[config.mk]
export PLATFORM = sky130hd
export DESIGN_NAME = uart_rx_idle_timeout_framer_flat
export DESIGN_NICKNAME = d
export VERILOG_FILES = /design/src/hdl/uitf_pkg.sv /design/src/hdl/uitf_if.sv /design/src/hdl/uitf_ctrl.sv /design/src/hdl/uitf_dp.sv /design/src/hdl/uart_rx_idle_timeout_framer.sv /design/src/flat_wrapper.sv
export SDC_FILE = /design/constraint.sdc
export NUM_CORES = 1
export LEC_CHECK = 0
export ABC_AREA = 1
export BUFFER_PORTS_ARGS = -buffer_cell sky130_fd_sc_hd__buf_2
export CORE_AREA = 2 2 223 225
export CTS_CLUSTER_SIZE = 16
export DETAILED_ROUTE_END_ITERATION = 10
export DIE_AREA = 0 0 225 227
export GPL_TIMING_DRIVEN = 0
export PLACE_DENSITY = 0.71
export SKIP_LAST_GASP = 1
export SYNTH_ARGS = -nofsm -noshare
export SYNTH_HDL_FRONTEND = slang
export SYNTH_SLANG_ARGS = --single-unit
[constraint.sdc]
create_clock -name clk_i -period 6.3 [get_ports clk_i]
set_clock_uncertainty 0.05 [all_clocks]
set_input_delay 0 -clock clk_i [delete_from_list [all_inputs] [get_ports clk_i]]
set_output_delay 0 -clock clk_i [all_outputs]
set_load 0.02 [all_outputs]
[src/hdl/uitf_pkg.sv]
`timescale 1ns / 1ps
// Package for the UART receive idle-timeout framer.
// Types, codes and defaults shared by the interfaces, controller and datapath. No dependencies.
package uitf_pkg;

  localparam int unsigned BUFFER_DEPTH_DEF = 64;
  localparam int unsigned OP_W             = 2;
  localparam int unsigned BYTE_W           = 8;
  localparam int unsigned LEN_W            = 7;
  localparam int unsigned CFG_W            = 8;

  localparam logic [CFG_W-1:0] TICK_PERIOD_RST = 8'd1;
  localparam logic [CFG_W-1:0] IDLE_LIMIT_RST  = 8'd30;

  typedef enum logic [OP_W-1:0] {
    OP_BYTE = 2'd0,
    OP_TICK = 2'd1,
    OP_READ = 2'd2
  } uitf_op_e;

  typedef enum logic {
    CFG_TICK_PERIOD = 1'b0,
    CFG_IDLE_LIMIT  = 1'b1
  } uitf_cfg_e;

  typedef enum logic {
    ST_IDLE = 1'b0,
    ST_READ = 1'b1
  } uitf_state_e;

  // controller -> datapath
  typedef struct packed {
    logic wr_byte;      // store a received byte
    logic tick;         // run the idle timer
    logic rd_clear;     // latch read length, clear count/flag, fetch first byte
    logic push_status;  // emit one status result
    logic push_data;    // emit the fetched byte, fetch the next one
  } uitf_cmd_t;

  // datapath -> controller
  typedef struct packed {
    logic space;        // output buffer can take a result
    logic rd_none;      // a read now would return nothing
    logic rd_last;      // byte held for output is the final one of the read
  } uitf_sts_t;

  typedef struct packed {
    logic [BYTE_W-1:0] data_byte;
    logic              data_valid;
    logic              last;
    logic              frame_ready;
    logic [LEN_W-1:0]  returned_length;
  } uitf_res_t;

endpackage

[src/hdl/uitf_if.sv]
`timescale 1ns / 1ps
// Channel interfaces of the framer: command input and result output.
// Depends on uitf_pkg for field widths.
interface uitf_in_if;
  import uitf_pkg::*;

  logic              valid;
  logic              ready;
  logic [OP_W-1:0]   opcode;
  logic [BYTE_W-1:0] rx_byte;
  logic [BYTE_W-1:0] read_length;

  modport source (output valid, output opcode, output rx_byte, output read_length,
                  input ready);
  modport sink   (input valid, input opcode, input rx_byte, input read_length,
                  output ready);
endinterface

interface uitf_out_if;
  import uitf_pkg::*;

  logic              valid;
  logic              ready;
  logic [BYTE_W-1:0] data_byte;
  logic              data_valid;
  logic              last;
  logic              frame_ready;
  logic [LEN_W-1:0]  returned_length;

  modport source (output valid, output data_byte, output data_valid, output last,
                  output frame_ready, output returned_length, input ready);
  modport sink   (input valid, input data_byte, input data_valid, input last,
                  input frame_ready, input returned_length, output ready);
endinterface

[src/hdl/uitf_ctrl.sv]
`timescale 1ns / 1ps
// Controller of the framer: decodes accepted transactions and sequences reads.
// Depends on uitf_pkg.
module uitf_ctrl (
  input  logic                    clk_i,
  input  logic                    rst_ni,
  input  logic                    in_valid_i,
  input  logic [uitf_pkg::OP_W-1:0] in_opcode_i,
  output logic                    in_ready_o,
  input  uitf_pkg::uitf_sts_t     sts_i,
  output uitf_pkg::uitf_cmd_t     cmd_o
);
  import uitf_pkg::*;

  uitf_state_e state_q, state_d;

  always_ff @(posedge clk_i or negedge rst_ni) begin
    if (!rst_ni) begin
      state_q <= ST_IDLE;
    end else begin
      state_q <= state_d;
    end
  end

  always_comb begin
    state_d    = state_q;
    in_ready_o = 1'b0;
    cmd_o      = '0;
    case (state_q)
      ST_IDLE: begin
        in_ready_o = sts_i.space;
        if (in_valid_i && sts_i.space) begin
          case (uitf_op_e'(in_opcode_i))
            OP_BYTE: begin
              cmd_o.wr_byte     = 1'b1;
              cmd_o.push_status = 1'b1;
            end
            OP_TICK: begin
              cmd_o.tick        = 1'b1;
              cmd_o.push_status = 1'b1;
            end
            OP_READ: begin
              cmd_o.rd_clear = 1'b1;
              if (sts_i.rd_none) begin
                cmd_o.push_status = 1'b1;
              end else begin
                state_d = ST_READ;
              end
            end
            default: begin
              cmd_o.push_status = 1'b1;
            end
          endcase
        end
      end
      ST_READ: begin
        if (sts_i.space) begin
          cmd_o.push_data = 1'b1;
          if (sts_i.rd_last) begin
            state_d = ST_IDLE;
          end
        end
      end
      default: begin
        state_d = ST_IDLE;
      end
    endcase
  end

endmodule

[src/hdl/uitf_dp.sv]
`timescale 1ns / 1ps
// Datapath of the framer: byte store, counters, idle timer, config and output buffer.
// Depends on uitf_pkg; driven by uitf_ctrl commands.
module uitf_dp #(
  parameter int unsigned BUFFER_DEPTH = uitf_pkg::BUFFER_DEPTH_DEF
) (
  input  logic                          clk_i,
  input  logic                          rst_ni,
  input  logic                          cfg_we_i,
  input  logic                          cfg_idx_i,
  input  logic [uitf_pkg::CFG_W-1:0]    cfg_wdata_i,
  input  logic [uitf_pkg::BYTE_W-1:0]   rx_byte_i,
  input  logic [uitf_pkg::BYTE_W-1:0]   read_length_i,
  input  uitf_pkg::uitf_cmd_t           cmd_i,
  output uitf_pkg::uitf_sts_t           sts_o,
  output logic                          out_valid_o,
  input  logic                          out_ready_i,
  output uitf_pkg::uitf_res_t           out_res_o
);
  import uitf_pkg::*;

  localparam int unsigned CNT_W = $clog2(BUFFER_DEPTH + 1);
  localparam int unsigned IDX_W = (BUFFER_DEPTH > 1) ? $clog2(BUFFER_DEPTH) : 1;

  // config
  logic [CFG_W-1:0] tick_period_q, idle_limit_q;

  // frame state
  logic [CNT_W-1:0]  count_q, count_d;
  logic [CNT_W-1:0]  seen_q, seen_d;
  logic [BYTE_W-1:0] timer_q, timer_d;
  logic              flag_q, flag_d;

  // read walk
  logic [CNT_W-1:0]  rd_n_q, rd_n_d, rd_n_req;
  logic [IDX_W-1:0]  idx_q, idx_d;
  logic              rd_last;

  // store
  logic [BYTE_W-1:0] store_q [BUFFER_DEPTH];
  logic [BYTE_W-1:0] rdata_q;
  logic              mem_we, mem_re;
  logic [IDX_W-1:0]  mem_raddr;

  logic [BYTE_W:0]   tick_sum;
  logic [BYTE_W-1:0] tick_sat;

  // output register plus skid slot
  logic      push;
  uitf_res_t push_res;
  logic      out_valid_q, skid_valid_q;
  uitf_res_t out_res_q, skid_res_q;

  always_ff @(posedge clk_i or negedge rst_ni) begin
    if (!rst_ni) begin
      tick_period_q <= TICK_PERIOD_RST;
      idle_limit_q  <= IDLE_LIMIT_RST;
    end else if (cfg_we_i) begin
      case (uitf_cfg_e'(cfg_idx_i))
        CFG_TICK_PERIOD: tick_period_q <= cfg_wdata_i;
        CFG_IDLE_LIMIT:  idle_limit_q  <= cfg_wdata_i;
        default: ;
      endcase
    end
  end

  // n = min(read_length, count); count never exceeds the store depth
  assign rd_n_req = (read_length_i < BYTE_W'(count_q)) ? read_length_i[CNT_W-1:0] : count_q;
  assign rd_last  = (CNT_W'(idx_q) + CNT_W'(1)) == rd_n_q;
  assign tick_sum = {1'b0, timer_q} + {1'b0, tick_period_q};
  assign tick_sat = tick_sum[BYTE_W] ? '1 : tick_sum[BYTE_W-1:0];

  always_comb begin
    count_d = count_q;
    seen_d  = seen_q;
    timer_d = timer_q;
    flag_d  = flag_q;
    rd_n_d  = rd_n_q;
    idx_d   = idx_q;
    mem_we  = 1'b0;
    if (cmd_i.wr_byte && (count_q < CNT_W'(BUFFER_DEPTH))) begin
      mem_we  = 1'b1;
      count_d = count_q + CNT_W'(1);
    end
    if (cmd_i.tick) begin
      if (count_q == '0) begin
        seen_d = '0;
      end else if (seen_q != count_q) begin
        seen_d  = count_q;
        timer_d = '0;
      end else if (timer_q < idle_limit_q) begin
        timer_d = tick_sat;
        if (tick_sat >= idle_limit_q) begin
          flag_d = 1'b1;
        end
      end
    end
    if (cmd_i.rd_clear) begin
      count_d = '0;
      seen_d  = '0;
      flag_d  = 1'b0;
      rd_n_d  = rd_n_req;
      idx_d   = '0;
    end
    if (cmd_i.push_data && !rd_last) begin
      idx_d = idx_q + IDX_W'(1);
    end
  end

  // fetch byte 0 on read start, the next byte each time a non-final one is pushed
  assign mem_re    = cmd_i.rd_clear || (cmd_i.push_data && !rd_last);
  assign mem_raddr = cmd_i.rd_clear ? '0 : idx_q + IDX_W'(1);

  always_ff @(posedge clk_i or negedge rst_ni) begin
    if (!rst_ni) begin
      count_q <= '0;
      seen_q  <= '0;
      timer_q <= '0;
      flag_q  <= 1'b0;
      rd_n_q  <= '0;
      idx_q   <= '0;
    end else begin
      count_q <= count_d;
      seen_q  <= seen_d;
      timer_q <= timer_d;
      flag_q  <= flag_d;
      rd_n_q  <= rd_n_d;
      idx_q   <= idx_d;
    end
  end

  always_ff @(posedge clk_i) begin
    if (mem_we) begin
      store_q[count_q[IDX_W-1:0]] <= rx_byte_i;
    end
    if (mem_re) begin
      rdata_q <= store_q[mem_raddr];
    end
  end

  // result to emit this cycle
  always_comb begin
    push     = cmd_i.push_status || cmd_i.push_data;
    push_res = '0;
    if (cmd_i.push_data) begin
      push_res.data_byte       = rdata_q;
      push_res.data_valid      = 1'b1;
      push_res.last            = rd_last;
      push_res.frame_ready     = flag_q;
      push_res.returned_length = LEN_W'(rd_n_q);
    end else begin
      push_res.last            = 1'b1;
      push_res.frame_ready     = flag_d;
      push_res.returned_length = LEN_W'(count_d);
    end
  end

  always_ff @(posedge clk_i or negedge rst_ni) begin
    if (!rst_ni) begin
      out_valid_q  <= 1'b0;
      skid_valid_q <= 1'b0;
    end else if (!out_valid_q || out_ready_i) begin
      if (skid_valid_q) begin
        out_valid_q  <= 1'b1;
        skid_valid_q <= 1'b0;
      end else begin
        out_valid_q <= push;
      end
    end else if (push) begin
      skid_valid_q <= 1'b1;
    end
  end

  always_ff @(posedge clk_i) begin
    if (!out_valid_q || out_ready_i) begin
      out_res_q <= skid_valid_q ? skid_res_q : push_res;
    end else if (push) begin
      skid_res_q <= push_res;
    end
  end

  assign sts_o.space   = !skid_valid_q;
  assign sts_o.rd_none = (rd_n_req == '0);
  assign sts_o.rd_last = rd_last;
  assign out_valid_o   = out_valid_q;
  assign out_res_o     = out_res_q;

endmodule

[src/hdl/uart_rx_idle_timeout_framer.sv]
`timescale 1ns / 1ps
// Top level of the UART receive framer with idle-gap frame detection.
// Depends on uitf_pkg, uitf_if (uitf_in_if, uitf_out_if), uitf_ctrl and uitf_dp.
//
//  channel   dir  handshake          payload
//  in_if     in   valid / ready      opcode, rx_byte, read_length
//  out_if    out  valid / ready      data_byte, data_valid, last, frame_ready, returned_length
//  cfg       in   cfg_we_i           cfg_idx_i (0 tick_period, 1 idle_limit), cfg_wdata_i
//
// Byte, tick and unused-opcode transactions each give one result. A read first latches
// the length and fetches byte 0 from the store, then gives one byte per cycle while the
// output has space, a rate set by the single store read port.
// Results go through an output register with a one-entry skid slot, so one new
// transaction is taken while a result waits; input stalls when the slot is full or a read runs.
// Reset (rst_ni, async low) clears counts, timer, flag and config; the store needs no clearing.
module uart_rx_idle_timeout_framer #(
  parameter int unsigned BUFFER_DEPTH = uitf_pkg::BUFFER_DEPTH_DEF
) (
  input  logic                       clk_i,
  input  logic                       rst_ni,
  uitf_in_if.sink                    in_if,
  uitf_out_if.source                 out_if,
  input  logic                       cfg_we_i,
  input  logic                       cfg_idx_i,
  input  logic [uitf_pkg::CFG_W-1:0] cfg_wdata_i
);
  import uitf_pkg::*;

  uitf_cmd_t cmd;
  uitf_sts_t sts;
  uitf_res_t out_res;
  logic      in_ready;
  logic      out_valid;

  // controller: owns the input handshake and the read sequence
  uitf_ctrl u_ctrl (
    .clk_i       (clk_i),
    .rst_ni      (rst_ni),
    .in_valid_i  (in_if.valid),
    .in_opcode_i (in_if.opcode),
    .in_ready_o  (in_ready),
    .sts_i       (sts),
    .cmd_o       (cmd)
  );

  // datapath: store, frame state, idle timer and result buffering
  uitf_dp #(
    .BUFFER_DEPTH (BUFFER_DEPTH)
  ) u_dp (
    .clk_i         (clk_i),
    .rst_ni        (rst_ni),
    .cfg_we_i      (cfg_we_i),
    .cfg_idx_i     (cfg_idx_i),
    .cfg_wdata_i   (cfg_wdata_i),
    .rx_byte_i     (in_if.rx_byte),
    .read_length_i (in_if.read_length),
    .cmd_i         (cmd),
    .sts_o         (sts),
    .out_valid_o   (out_valid),
    .out_ready_i   (out_if.ready),
    .out_res_o     (out_res)
  );

  assign in_if.ready            = in_ready;
  assign out_if.valid           = out_valid;
  assign out_if.data_byte       = out_res.data_byte;
  assign out_if.data_valid      = out_res.data_valid;
  assign out_if.last            = out_res.last;
  assign out_if.frame_ready     = out_res.frame_ready;
  assign out_if.returned_length = out_res.returned_length;

  // a read clears the flag before its bytes go out
  a_data_no_frame: assert property (@(posedge clk_i) disable iff (!rst_ni)
    out_if.valid && out_if.data_valid |-> !out_if.frame_ready)
    else $error("data result carries frame_ready");

  // status results are single, zero-data and final
  a_status_shape: assert property (@(posedge clk_i) disable iff (!rst_ni)
    out_if.valid && !out_if.data_valid |-> out_if.last && (out_if.data_byte == '0))
    else $error("malformed status result");

  // no new transaction while a read is being walked out
  a_no_accept_in_read: assert property (@(posedge clk_i) disable iff (!rst_ni)
    cmd.push_data |-> !in_if.ready)
    else $error("input accepted during read");

  // lengths stay within the store
  a_len_bound: assert property (@(posedge clk_i) disable iff (!rst_ni)
    out_if.valid |-> (out_if.returned_length <= LEN_W'(BUFFER_DEPTH)))
    else $error("returned_length beyond store depth");

endmodule
[src/flat_wrapper.sv]
// flat-port wrapper written by rule: the top's interface ports become plain ports
module uart_rx_idle_timeout_framer_flat import uitf_pkg::*;
#(
  parameter int unsigned BUFFER_DEPTH = uitf_pkg::BUFFER_DEPTH_DEF
)
  (clk_i, rst_ni, cfg_we_i, cfg_idx_i, cfg_wdata_i, in_if_valid, in_if_opcode, in_if_rx_byte, in_if_read_length, in_if_ready, out_if_valid, out_if_data_byte, out_if_data_valid, out_if_last, out_if_frame_ready, out_if_returned_length, out_if_ready);
  uitf_in_if in_if_i ();
  uitf_out_if out_if_i ();
  input  logic clk_i;
  input  logic rst_ni;
  input  logic cfg_we_i;
  input  logic cfg_idx_i;
  input  logic [uitf_pkg::CFG_W-1:0] cfg_wdata_i;
  input wire logic [$bits(in_if_i.valid)-1:0] in_if_valid;
  input wire logic [$bits(in_if_i.opcode)-1:0] in_if_opcode;
  input wire logic [$bits(in_if_i.rx_byte)-1:0] in_if_rx_byte;
  input wire logic [$bits(in_if_i.read_length)-1:0] in_if_read_length;
  output wire logic [$bits(in_if_i.ready)-1:0] in_if_ready;
  output wire logic [$bits(out_if_i.valid)-1:0] out_if_valid;
  output wire logic [$bits(out_if_i.data_byte)-1:0] out_if_data_byte;
  output wire logic [$bits(out_if_i.data_valid)-1:0] out_if_data_valid;
  output wire logic [$bits(out_if_i.last)-1:0] out_if_last;
  output wire logic [$bits(out_if_i.frame_ready)-1:0] out_if_frame_ready;
  output wire logic [$bits(out_if_i.returned_length)-1:0] out_if_returned_length;
  input wire logic [$bits(out_if_i.ready)-1:0] out_if_ready;
  assign in_if_i.valid = in_if_valid;
  assign in_if_i.opcode = in_if_opcode;
  assign in_if_i.rx_byte = in_if_rx_byte;
  assign in_if_i.read_length = in_if_read_length;
  assign in_if_ready = in_if_i.ready;
  assign out_if_valid = out_if_i.valid;
  assign out_if_data_byte = out_if_i.data_byte;
  assign out_if_data_valid = out_if_i.data_valid;
  assign out_if_last = out_if_i.last;
  assign out_if_frame_ready = out_if_i.frame_ready;
  assign out_if_returned_length = out_if_i.returned_length;
  assign out_if_i.ready = out_if_ready;
  uart_rx_idle_timeout_framer #(.BUFFER_DEPTH(BUFFER_DEPTH)) u_core (.clk_i(clk_i), .rst_ni(rst_ni), .in_if(in_if_i), .out_if(out_if_i), .cfg_we_i(cfg_we_i), .cfg_idx_i(cfg_idx_i), .cfg_wdata_i(cfg_wdata_i));
endmodule
* Yosys cells after proc, flatten, opt, wreduce, memory -nomap -nowiden *
Memory sizes are Yosys's and may differ from the RTL's. A register that Yosys moved wholly into a read port is not among the register bits.
Index checks and enable logic that the tools add are counted.

word-level totals
  bits in registers = 91
  memory bits (writable) = 512
  latch bits = 0
  memories kept = 1
  word-level logic and storage cells = 104
  ROM bits = 0

memories
  memory               depth  width  rd ports  clocked after Yosys merged registers in  write ports  line           source
  u_core.u_dp.store_q  64     8      1         1                                        1            uitf_dp.sv:40  logic [BYTE_W-1:0] store_q [BUFFER_DEPTH];

cells by class
  multiplexer cells = 44
  reductions and logical operators = 22
  div/mod/pow operators = 0
  $lt $le $gt $ge = 4
  add/subtract/negate cells = 4
  bitwise gates (word level) = 4
  $mul = 0
  shift-type cells = 0
  equal/unequal tests = 4

operator list
  operator               count
  $mux W7                7
  $mux W1                25
  $mux W8                3
  $mux W18               1
  $mux W6                3
  $mux W9                2
  $logic_not A7 Y1       2
  $add A8 B8 Y9          1
  $ge A8 B8 Y1           1
  $lt A8 B7 Y1           1
  $lt A8 B8 Y1           1
  $mux W4                2
  $reduce_and A2 Y1      4
  $reduce_bool A2 Y1     4
  $add A6 B1 Y7 const B  1
  $add A7 B1 Y7 const B  1
  $eq A7 B7 Y1           1
  $lt A7 B7 Y1 const B   1
  $ne A7 B7 Y1           1
  $add A6 B1 Y6 const B  1
  $not A1 Y1             4
  $logic_and A1 B1 Y1    3
  $logic_not A1 Y1       3
  $logic_or A1 B1 Y1     3
  6 further kinds        6

* Depth between registers and ports, before layout *
Gate-level depths: netlist of run 1.

  word-level depth = 12
  mapped depth = 20
  gate-level depth less buffers = 20

* Cells and area by module *
A second synthesis of run 1 with hierarchy kept.

second synthesis, totals
  cells, all modules = 2147
  area, all modules = 25734.7 um2

by module, submodules not included
  module     instances  cells each  area an instance (um2)
  uitf_dp    1          2127        25629.6
  uitf_ctrl  1          20          105.1

* Worst setup path before layout of run 1 *
Ideal clock, no wire load.

  path kind = register to register
  start = register u_core.u_dp.count_q[5]
  end = register u_core.u_dp.skid_res_q[0] (netlist bit) (enable)
  clock period less this slack = 3.347 ns
  buffers on the path = 1
  path slack = 2.953 ns
  required time = 5.851 ns
  data arrival time = 2.899 ns
  library setup time = 0.399 ns
  cell stages (with the launch flop) = 14
  path through = dfrtp_1 > buf_2 > inv_2 > ha_1 > a21o_1 > a21oi_1 > nand2_1 > nand2_1 > nand2_1 > nor2_1 > nand2_1 > nand2_1 > nand2_1 > a21oi_1

between the ends
  cells in the longest elaborated chain, start to end = 9

ends and longest elaborated chain
  item                                    line             source
  start, declared                         uitf_dp.sv:29    logic [CNT_W-1:0] count_q, count_d;
  start signal, assigned                  uitf_dp.sv:123   count_q <= count_d;
  $lt A8 B7 Y1                            uitf_dp.sv:68    assign rd_n_req = (read_length_i < BYTE_W'(count_q)) ? read_length_i[CNT_W-1:0] : count_q;
  $mux W7 (*)                             uitf_dp.sv:68
  $logic_not A7 Y1 (*)                    uitf_dp.sv:183   assign sts_o.rd_none = (rd_n_req == '0);
  $mux W1 (*)                             uitf_ctrl.sv:44  if (sts_i.rd_none) begin
  $mux W1 (*)                             uitf_ctrl.sv:33  case (uitf_op_e'(in_opcode_i))
  $mux W4 (*)                             uitf_ctrl.sv:32  if (in_valid_i && sts_i.space) begin
  $mux W4 (*)                             uitf_ctrl.sv:29  case (state_q)
  $logic_or A1 B1 Y1 (*)                  uitf_dp.sv:143   push = cmd_i.push_status || cmd_i.push_data;
  $reduce_and A2 Y1 (no source line) (*)  -
  end signal, assigned                    uitf_dp.sv:178   skid_res_q <= push_res;
  end, declared                           uitf_dp.sv:52    uitf_res_t out_res_q, skid_res_q;

Mark *: on every way between the ends. The rest lies on a longest branch, timed or not.
A chain may end at the register's enable or synchronous reset.

* Worst setup path in the final report of run 1 *
  start = register u_core.u_dp.count_q[5]
  end = register u_core.u_dp.skid_res_q[9] (netlist bit) (enable)

The elaborated chain is that of the path after synthesis.

==> results.md, run 1 <==
* Compound-Gate Fraction of Synth Area at 9.11%
* Chip height at 227 µm
* DRC violation count after routing at 0
* Pin count of the biggest net entering global routing at 65
* Post-CTS Hold Fix Bufs at 34
* Post-synthesis adder-cell area fraction at 1.59%
* R2R Setup Slk at 2.14 ns
* RSZ-0062 raised after global routing: no
* Root Driver: clkbuf_16
* Post-layout util at 61.3%
* Synth Instances at 2233
* Fraction of layout cells with a size suffix above 1 at 12.1%
* Final setup TNS at 0 ns
* Clock buffer depth at 3
* Crit share post-route at 66.0%
* Final Slew Violations at 0
* Critical-path cell list: buf_2 -> inv_2 -> ha_1 -> a21o_1 -> a21oi_1 -> nand3b_1 -> dlygate4sd3_1 -> nand2_1 -> nand2_1 -> nor2_1 -> nand2_1 -> nand2_1 -> nand2_1 -> a21oi_2
* Main flop type after synthesis: edfxtp_1
* Delay of the slowest cell on the worst path at 0.78 ns
* CP Class: reg2reg
* Startpoint of the most critical hold path: in_if_read_length[7]
* Wire length reported by the detailed router at 74.4 mm
* Hold path depth at 6
* Pin slew with the least headroom to its limit at 1.41 ns
* Area Growth Syn to Fin at 12.6%
* Effective utilization at floorplan at 54.4%
* Total leakage power at 11.1 nW
* Top-Level Pins at 52
* Net count of the mapped netlist at 2298
* DR vias at 18366
* Worst-case reg-to-reg path depth at 14
* Number of nets with antenna violations after routing at 0
* Fraction of synthesized area in multiplexers at 0%
* Total Power at 14.1 mW
* Vias in the first global route at 17639
* Dominant combinational cell family by area after synthesis: simple AND/OR/NAND/NOR gates
* Placer Congestion at 0.969
* Source-to-sink clock delay at the later pin of the worst-skew pair at 0.63 ns
* Worst IR drop on VDD at 0.000254 V
* DR iter-0 viols at 2390
* Post-layout worst setup margin at 2.14 ns
* CP max stage cell: a21oi_2
* TritonCTS clock tree: done
* Global-route wire length before repair at 110 mm
* Post-layout min period at 4.16 ns
* Clock-pin transition on the worst setup and hold timing paths at 0.06 ns
* # resized after CTS at 0
* Crit start category: register
* Vias per Instance at 6.02
* Cell variety after synth at 47
* Total global routing track utilization at 29.5%
* Share of the yosys chip area belonging to registers at 68.4%
* Launch instance of the worst register-to-register path: u_core.u_dp.count_q[5]$_DFF_PN0_
* Clock sink count at 611
* Mean area per synthesized cell at 11.8 µm²
* Yosys reg bits at 611
* Kind of capture point of the worst setup path: register
* Critical path data arrival time at 4.36 ns
* Max Clk Rate at 0.241 GHz
* Required time reported for the critical path endpoint at 6.50 ns
* Simple-gate portion of the synthesized area at 14.6%
* Power per Cell Area at 473 nW/µm²
* Largest fanout of any net on the critical path at 18
* Die extent in x at 225 µm
* R2R Path End: u_core.u_dp.skid_res_q[9]$_DFFE_PP_
* Post-CTS Repair Setup Buffers at 0
* Worst hold margin at 0.0484 ns
* Area enclosed by the die boundary at 51100 µm²
* Number of H-tree branching levels at 2
* Number of enable-type register cells in the synthesized netlist at 556
* Dpl ws at 2.66 ns
* Placeable core region at 48500 µm²
* Number of failing hold endpoints at the final stage at 0
* Final setup violation count at 0
* Result of the run: finished, final reports clean
* Routed length per placed instance at 24.4 µm
* Class of the tightest hold or removal check: in2reg
* Total of max-cap violations at 0
* Number of synthesis warnings at 0
* First drt pass iteration count at 5
* Port buffer count at 51
* Floorplan row count at 81
* Net total in the final layout at 2448
* Async S/R FF share, synth at 9.00%
* Share of the synthesized netlist area taken by xor and xnor gates at 0.298%
* Remaining Overflow, GRT at 0
* Cell area after synthesis at 26400 µm²
* Post-DP HPWL at 49.4 mm
* Dominant cell type by count on the critical path: nand2_1
* Relative slew slack at 5.81%
* Hold Path Sink: u_core.u_dp.rd_n_q[0]$_DFFE_PN0P_
* Antenna violations before repair at 1
* Number of buffers added by the clock tree synthesis step at 58
## placed cells by master, fill, tap and decap left out, drive strengths merged, types with 3 or more instances in the layout
master       Yosys  routed
a21oi           19      19
a22o             5       5
buf             74     125
bufinv           0       6
clkbuf          42     121
clkinv           1      18
dfrtp           50      50
dfstp            5       5
dlygate4sd3      0      39
edfxtp         556     556
ha              32      32
inv            272     274
nand2          348     348
nand3          280     280
nand3b           4       4
nand4            7       7
nor2           113     113
nor3             7       7
nor4             3       3
o211ai         250     250
o21ai           53      53
o22ai            7       7
or2             82      82
xnor2            3       3
xor2             6       6
## Yosys cell counts, drive strengths merged (4+ instances only)
cell    number  area (µm²)
edfxtp     556       16700
nor2       113         459
nor3         7        40.0
o211ai     250        1880
clkbuf      42         158
nand4        7        50.1
ha          32         400
xor2         6        52.6
nand2      348        1320
nand3      280        1410
o22ai        7        43.8
nand3b       4        30.0
dfstp        5         131
a22o         5        43.8
inv        272        1020
or2         82         513
o21ai       53         265
a21oi       19        95.1
dfrtp       50        1250
buf         74         408
## cells by family (layout without fill, tap and decap cells)
logic type,after synthesis,in the layout
DFF,611,611
AOI/OAI and AO/OA,345,345
buffers and inverters,389,584
other,0,2
xor gates and xnor gates,9,9
adders and majority gates,33,33
and+or+nand+nor,846,846
## flip-flops by register name, indices dropped and copies added (netlist names), 7 cells and up
name                       count
u_core.u_dp.rdata_q            8
u_core.u_dp.timer_q            8
u_core.u_dp.out_res_o         18
u_core.u_dp.seen_q             7
u_core.u_dp.rd_n_q             7
u_core.u_dp.skid_res_q        18
u_core.u_dp.idle_limit_q       8
u_core.u_dp.store_q          512
u_core.u_dp.count_q            7
u_core.u_dp.tick_period_q      8
## stage by stage
stage | std cells | area [µm²]
final | 3052 | 29800
after global routing | 3051 | 29800
after CTS | 3045 | 29700
after detailed placement | 2906 | 27500
after global placement | 2906 | 27500
after floorplan | 2233 | 26400
## routing by layer
metal | share of wire, % | global-route usage, %
met2 | 45 | 45.5
met5 | 0 | 0
met4 | 3.8 | 11.6
met1 | 40 | 40.8
met3 | 11 | 7.03
## worst max path at each step
stage | end | slack, ns | start
4_1_cts | u_core.u_dp.skid_res_q[11]$_DFFE_PP_ | 2.27 | u_core.u_dp.count_q[5]$_DFF_PN0_
3_5_place_dp | u_core.u_dp.skid_res_q[7]$_DFFE_PP_ | 2.66 | u_core.u_dp.count_q[5]$_DFF_PN0_
3_3_place_gp | u_core.u_dp.skid_res_q[7]$_DFFE_PP_ | 2.30 | u_core.u_dp.count_q[5]$_DFF_PN0_
6_report | u_core.u_dp.skid_res_q[9]$_DFFE_PP_ | 2.14 | u_core.u_dp.count_q[5]$_DFF_PN0_
2_1_floorplan | u_core.u_dp.skid_res_q[0]$_DFFE_PP_ | 2.95 | u_core.u_dp.count_q[5]$_DFF_PN0_
5_1_grt | u_core.u_dp.skid_res_q[2]$_DFFE_PP_ | 1.87 | u_core.u_dp.count_q[5]$_DFF_PN0_
## critical path, delay by kind of cell, from the launching register on
| kind | cells | cell delay [ns] |
|---|---|---|
| AOI/OAI and AO/OA | 3 | 1.44 |
| adders and majority gates | 1 | 0.28 |
| buffers and inverters | 3 | 0.96 |
| DFF | 1 | 0.35 |
| and+or+nand+nor | 7 | 0.69 |
## cell type report
class / count / area (µm²)
clock buffer: 79 / 1600
inverter: 273 / 1020
multi-input combinational: 1233 / 6770
clock inverter: 26 / 280
fill: 3732 / 18800
timing repair buffer: 90 / 658
antenna: 2 / 5.00
buffer: 116 / 566
sequential: 611 / 18100
tap: 622 / 778
## power by group
group          switching (mW)  total (mW)  internal, mW
registers              0.0854        4.75          4.66
logic                    4.17        5.84          1.67
clock network            1.49        3.51          2.01
Note: power is estimated with default switching activity, not from simulation.
==> inputs of run 2 (changes only) <==
- PLACE_DENSITY: 0.71 -> 0.73
- clock period: 6.3 -> 3.71 ns (I/O delays scaled with it)
==> run 2 against run 1 <==
The flow now finishes with violations (negative hold slack); worst setup slack worse by 1.9 ns; via count is 1.3% higher; register-to-register slack worse by 1.9 ns; utilization hardly changed; wire length is 0.15% lower; largest power group unchanged; first-iteration DRC count is 12% higher; sequential power is 70% higher; power is 70% higher; worst hold slack worse by 0.11 ns.
==> results.md, run 2 (synthesized netlist as in run 1, its figures left out) <==
* Result of the run: complete, but fails checks
* Failing checks: negative hold slack
* Largest fanout of any net on the critical path at 3
* TritonCTS clock tree: done
* Final setup TNS at 0 ns
* Total leakage power at 11.1 nW
* Area enclosed by the die boundary at 51100 µm²
* Worst IR drop on VDD at 0.000476 V
* Clock-pin transition on the worst setup and hold timing paths at 0.06 ns
* Placeable core region at 48500 µm²
* Total Power at 24.0 mW
* Highest-count cells in the layout ignoring fill and taps: 556 x edfxtp_1, 343 x nand2_1, 279 x nand3_1
* Antenna fix cells at 0
* Delay of the slowest cell on the worst path at 0.41 ns
* Post-layout worst setup margin at 0.195 ns
* Logic depth of the worst setup path including buffers at 19
* Source-to-sink clock delay at the later pin of the worst-skew pair at 0.64 ns
* Floorplan row count at 81
* Effective utilization at floorplan at 54.4%
* Power per Cell Area at 805 nW/µm²
* Vias in the first global route at 17883
* Routed length per placed instance at 24.4 µm
* RSZ-0062 raised after global routing: no
* Number of buffers added by the clock tree synthesis step at 60
* Fill count at 3685
* Crit share post-route at 94.7%
* Chip height at 227 µm
* Root Driver: clkbuf_16
* First drt pass iteration count at 7
* Largest register FFs at 512
* Area occupied by multi-input gates at 6780 µm²
* Pin count of the biggest net entering global routing at 65
* Critical-path cell list: ha_1 -> fa_1 -> nand2_1 -> inv_1 -> nor2_1 -> o21bai_1 -> nand4_1 -> nand2_1 -> or2_2 -> ha_1 -> a21boi_0 -> o211ai_1 -> nand2_1 -> nand2_1 -> o211ai_1 -> nand2_1 -> nand2_1 -> nand3_1 -> nand2_1
* Clock buffer depth at 3
* Dominant cell type by count on the critical path: nand2_1
* CP Class: reg2reg
* Remaining Overflow, GRT at 0
* Number of H-tree branching levels at 2
* Port buffer count at 51
* Relative slew slack at 3.78%
* Global-route wire length before repair at 110 mm
* Total of max-cap violations at 0
* Worst-case reg-to-reg path depth at 19
* CP max stage cell: dfrtp_1
* Class of the tightest hold or removal check: in2async
* Dpl ws at 0.140 ns
* Required time reported for the critical path endpoint at 4.03 ns
* Final Slew Violations at 0
* Cell class contributing the biggest share of worst-path delay: simple AND/OR/NAND/NOR gates
* Area Growth Syn to Fin at 12.6%
* DR vias at 18608
* Placer Congestion at 0.988
* Critical path data arrival time at 3.83 ns
* Final setup violation count at 0
* Top-Level Pins at 52
* Crit start category: register
* Kind of capture point of the worst setup path: register
* Antenna violations before repair at 0
* Post-layout util at 61.3%
* DR iter-0 viols at 2668
* Clock sink count at 611
* Design area at 29800 µm²
* Worst hold margin at -0.0635 ns
* Total global routing track utilization at 29.4%
* Fraction of layout cells with a size suffix above 1 at 12.4%
* Most common cell after layout, fill and taps aside: edfxtp_1
* DRC violation count after routing at 0
* Number of buffer and inverter stages on the critical path at 1
* Pin slew with the least headroom to its limit at 1.44 ns
* Sequential cell area in the final layout at 18100 µm²
* Post-layout min period at 3.51 ns
* Post-DP HPWL at 49.6 mm
* Number of failing hold endpoints at the final stage at 64
* Number of nets with antenna violations after routing at 0
* Non-filler cells in the finished layout at 3049
* Number of cells in the design after placement at 2907
* Die extent in x at 225 µm
* Vias per Instance at 6.10
* Dpl cell area at 27500 µm²
* Net total in the final layout at 2446
* Wire length reported by the detailed router at 74.3 mm
* Max Clk Rate at 0.285 GHz
-- run 2: cell types whose count changed in the layout (fill, tap and decap cells not counted), moves of 2 or more --
| cell | before | now |
|---|---|---|
| clkbuf_8 | 5 | 0 |
| clkinvlp_4 | 1 | 3 |
| buf_2 | 105 | 107 |
| clkbuf_1 | 57 | 53 |
| diode_2 | 2 | 0 |
| clkinv_2 | 7 | 11 |
| dlygate4sd3_1 | 39 | 34 |
| clkinv_1 | 11 | 14 |
-- run 2: worst paths after layout --
check,start,end,slack [ns]
max in group asynchronous,rst_ni,u_core.u_dp.timer_q[6]$_DFFE_PN0P_,3.15
worst min register to register,u_core.u_dp.idle_limit_q[6]$_DFFE_PN0P_,u_core.u_dp.idle_limit_q[6]$_DFFE_PN0P_,0.44
worst min-delay path,rst_ni,u_core.u_dp.tick_period_q[3]$_DFFE_PN0P_,-0.06
min in group clk_i,in_if_rx_byte[5],u_core.u_dp.store_q[53][5]$_DFFE_PP_,-0.01
worst max register to register,u_core.u_dp.timer_q[0]$_DFFE_PN0P_,u_core.u_dp.out_res_o[7]$_DFFE_PN_,0.20
worst max-delay path,u_core.u_dp.timer_q[0]$_DFFE_PN0P_,u_core.u_dp.out_res_o[7]$_DFFE_PN_,0.20
-- run 2: worst reg2reg max path, stage by stage, from the launching register on --
cell	delay (ns)
dfrtp_1	0.41
ha_1	0.23
fa_1	0.40
nand2_1	0.08
inv_1	0.04
nor2_1	0.15
o21bai_1	0.15
nand4_1	0.10
nand2_1	0.14
or2_2	0.33
ha_1	0.27
a21boi_0	0.12
o211ai_1	0.17
nand2_1	0.10
nand2_1	0.07
o211ai_1	0.10
nand2_1	0.16
nand2_1	0.08
nand3_1	0.07
nand2_1	0.06
-- run 2: final cells by class --
type | instances | area share, %
flip-flops and latches | 611 | 60.8
multi-input cells | 1233 | 22.8
clock buffers | 71 | 5.19
inverters | 273 | 3.44
well taps | 622 | 2.62
repair buffers | 86 | 2.05
plain buffers | 116 | 1.90
clock inverters | 37 | 1.24
-- run 2: layer usage --
| metal | vias up | global-route usage, % | routed length [µm] |
|---|---|---|---|
| met2 | 1144 | 45.6 | 33800 |
| met3 | 191 | 6.36 | 8080 |
| met1 | 9024 | 40.1 | 29000 |
| met4 | 0 | 13.1 | 3380 |
| met5 | - | 0 | 0 |
| li1 | 8249 | - | - |
-- run 2: report_power, final --
part	leakage, nW	internal, mW	total, mW	switching (mW)
Combinational	4.50	2.83	9.87	7.03
Sequential	5.71	7.92	8.06	0.141
Clock	0.931	3.44	6.03	2.59
Total	11.1	14.2	24.0	9.76
-- run 2: what timing repair did --
action                                  in CTS  in global routing
setup buffers                                0                  0
endpoints found under the setup margin       0                 18
hold buffers                                32                  2
gates resized for setup                      0                  1
hold endpoints to repair                    96                 33
==> inputs of run 3 (changes only) <==
- CORE_AREA: 2 2 223 225 -> 2 2 219 221
- DIE_AREA: 0 0 225 227 -> 0 0 221 223
- PLACE_DENSITY: 0.73 -> 0.76
==> run 3 against run 2 <==
The run still ends with negative hold slack left; critical path depth unchanged; wire length is 1.4% higher; count of clock-buffer cells in the layout shrank 1; sequential share of layout area is 0.34 points lower; worst setup slack better by 0.026 ns; first-iteration DRC count grew 1.9%; utilization is 2.2 points higher; register-to-register slack better by 0.03 ns; power is 1.7% higher; largest power group unchanged.
==> results.md, run 3 (synthesized netlist as in run 1, its figures left out) <==
* Floorplan row count at 80
* Class of the tightest hold or removal check: in2async
* CP max stage cell: dfrtp_1
* Non-filler cells in the finished layout at 3047
* Global-route wire length before repair at 111 mm
* Root Driver: clkbuf_16
* Port buffer count at 51
* Area Growth Syn to Fin at 13.2%
* Number of buffers added by the clock tree synthesis step at 58
* DRC violation count after routing at 0
* Total global routing track utilization at 30.3%
* Largest fanout of any net on the critical path at 3
* Crit share post-route at 94.0%
* Placeable core region at 47100 µm²
* Number of H-tree branching levels at 2
* Clock sink count at 611
* Final Slew Violations at 0
* Relative slew slack at 3.88%
* Delay of the slowest cell on the worst path at 0.41 ns
* DR vias at 18816
* Total leakage power at 11.2 nW
* TritonCTS clock tree: done
* CP Class: reg2reg
* Remaining Overflow, GRT at 0
* Area enclosed by the die boundary at 49300 µm²
* Antenna fix cells at 0
* Failing checks: negative hold slack
* Die extent in x at 221 µm
* Number of buffer and inverter stages on the critical path at 1
* Worst hold margin at -0.0191 ns
* Fill count at 3463
* Total of max-cap violations at 0
* Highest-count cells in the layout ignoring fill and taps: 556 x edfxtp_1, 343 x nand2_1, 279 x nand3_1
* Power per Cell Area at 814 nW/µm²
* Critical path data arrival time at 3.83 ns
* Wire length reported by the detailed router at 75.3 mm
* Cell class contributing the biggest share of worst-path delay: simple AND/OR/NAND/NOR gates
* Fraction of layout cells with a size suffix above 1 at 12.5%
* Effective utilization at floorplan at 56.1%
* Chip height at 223 µm
* Most common cell after layout, fill and taps aside: edfxtp_1
* Vias in the first global route at 18119
* Largest register FFs at 512
* DR iter-0 viols at 2719
* Crit start category: register
* Net total in the final layout at 2450
* Max Clk Rate at 0.287 GHz
* Pin slew with the least headroom to its limit at 1.44 ns
* Result of the run: complete, but fails checks
* Kind of capture point of the worst setup path: register
* Routed length per placed instance at 24.7 µm
* Antenna violations before repair at 0
* Pin count of the biggest net entering global routing at 65
* Number of nets with antenna violations after routing at 0
* Number of failing hold endpoints at the final stage at 27
* RSZ-0062 raised after global routing: no
* Clock buffer depth at 3
* Critical-path cell list: ha_1 -> fa_1 -> nand2_1 -> inv_1 -> nor2_1 -> o21bai_1 -> nand4_1 -> nand2_1 -> or2_2 -> ha_1 -> a21boi_0 -> o211ai_1 -> nand2_1 -> nand2_1 -> o211ai_1 -> nand2_1 -> nand2_1 -> nand3_1 -> nand2_1
* Placer Congestion at 1.01
* First drt pass iteration count at 8
* Vias per Instance at 6.18
* Top-Level Pins at 52
* Clock-pin transition on the worst setup and hold timing paths at 0.06 ns
* Post-DP HPWL at 49.5 mm
* Dominant cell type by count on the critical path: nand2_1
* Number of cells in the design after placement at 2899
* Worst IR drop on VDD at 0.000554 V
* Required time reported for the critical path endpoint at 4.05 ns
* Final setup violation count at 0
* Source-to-sink clock delay at the later pin of the worst-skew pair at 0.63 ns
* Post-layout min period at 3.49 ns
[run 3: cell count changes in the layout (fill, tap and decap cells not counted), moves of 2 or more]
cell / previous run / this run
dlygate4sd3_1: 34 / 40
bufinv_16: 7 / 11
clkbuf_1: 53 / 50
clkinv_2: 11 / 9
clkbuf_8: 0 / 2
[run 3: power by group]
part / internal (mW) / switching, mW
combinational: 2.84 / 7.11
clock: 3.74 / 2.60
sequential: 7.92 / 0.156
[run 3: cell type report]
class	instances	area, µm²	share of cell area (%)
Inverter	273	1020	3.43
Multi-Input combinational cell	1233	6790	22.7
Buffer	116	566	1.89
Sequential cell	611	18100	60.4
Clock inverter	37	460	1.54
Timing Repair Buffer	92	673	2.25
Clock buffer	70	1560	5.21
Tap cell	615	769	2.57
[run 3: layer usage]
layer / wire length, µm / vias up / global-route usage [%]
li1: - / 8245 / -
met1: 28500 / 9092 / 41.2
met2: 34500 / 1260 / 47.6
met3: 8780 / 219 / 6.27
met4: 3460 / 0 / 13.3
met5: 0 / - / 0
[run 3: final timing paths]
kind	start	end	slack, ns	cells past startpoint
min in group clk_i	in_if_read_length[7]	u_core.u_dp.rd_n_q[0]$_DFFE_PN0P_	0.03	6
max in group asynchronous	rst_ni	u_core.u_dp.seen_q[3]$_DFFE_PN0P_	3.14	2
worst min-delay path	rst_ni	u_core.u_dp.tick_period_q[1]$_DFFE_PN0P_	-0.02	2
worst min register to register	u_core.u_dp.idle_limit_q[5]$_DFFE_PN0P_	u_core.u_dp.idle_limit_q[5]$_DFFE_PN0P_	0.45	2
worst max-delay path	u_core.u_dp.timer_q[0]$_DFFE_PN0P_	u_core.u_dp.out_res_o[7]$_DFFE_PN_	0.22	19
worst max register to register	u_core.u_dp.timer_q[0]$_DFFE_PN0P_	u_core.u_dp.out_res_o[7]$_DFFE_PN_	0.22	19
[run 3: worst register-to-register path, stage by stage, from the launching register on]
cell	delay, ns
dfrtp_1	0.41
ha_1	0.23
fa_1	0.40
nand2_1	0.09
inv_1	0.05
nor2_1	0.15
o21bai_1	0.14
nand4_1	0.10
nand2_1	0.12
or2_2	0.31
ha_1	0.27
a21boi_0	0.13
o211ai_1	0.18
nand2_1	0.10
nand2_1	0.07
o211ai_1	0.11
nand2_1	0.14
nand2_1	0.07
nand3_1	0.08
nand2_1	0.05
[run 3: stage by stage]
| step | cell area (µm²) | setup slack (ns) | total power, mW | util, % | TNS (ns) |
|---|---|---|---|---|---|
| final | 29900 | 0.222 | 24.4 | 63.5 | 0 |
| after global routing | 29900 | 0.0168 | 25.2 | 63.5 | 0 |
| after CTS | 29900 | 0.0934 | 24.0 | 63.3 | 0 |
| after detailed placement | 27500 | 0.125 | 17.6 | 58.2 | 0 |
| after global placement | 27500 | -0.262 | 17.5 | 58.2 | -4.71 |
| after floorplan | 26400 | 0.363 | 14.0 | - | 0 |
[run 3: timing repair]
action | CTS | global route
setup buffers | 0 | 1
hold buffers | 37 | 3
hold endpoints to repair | 97 | 76
setup endpoints to repair | 0 | 19
gates resized for setup | 0 | 1
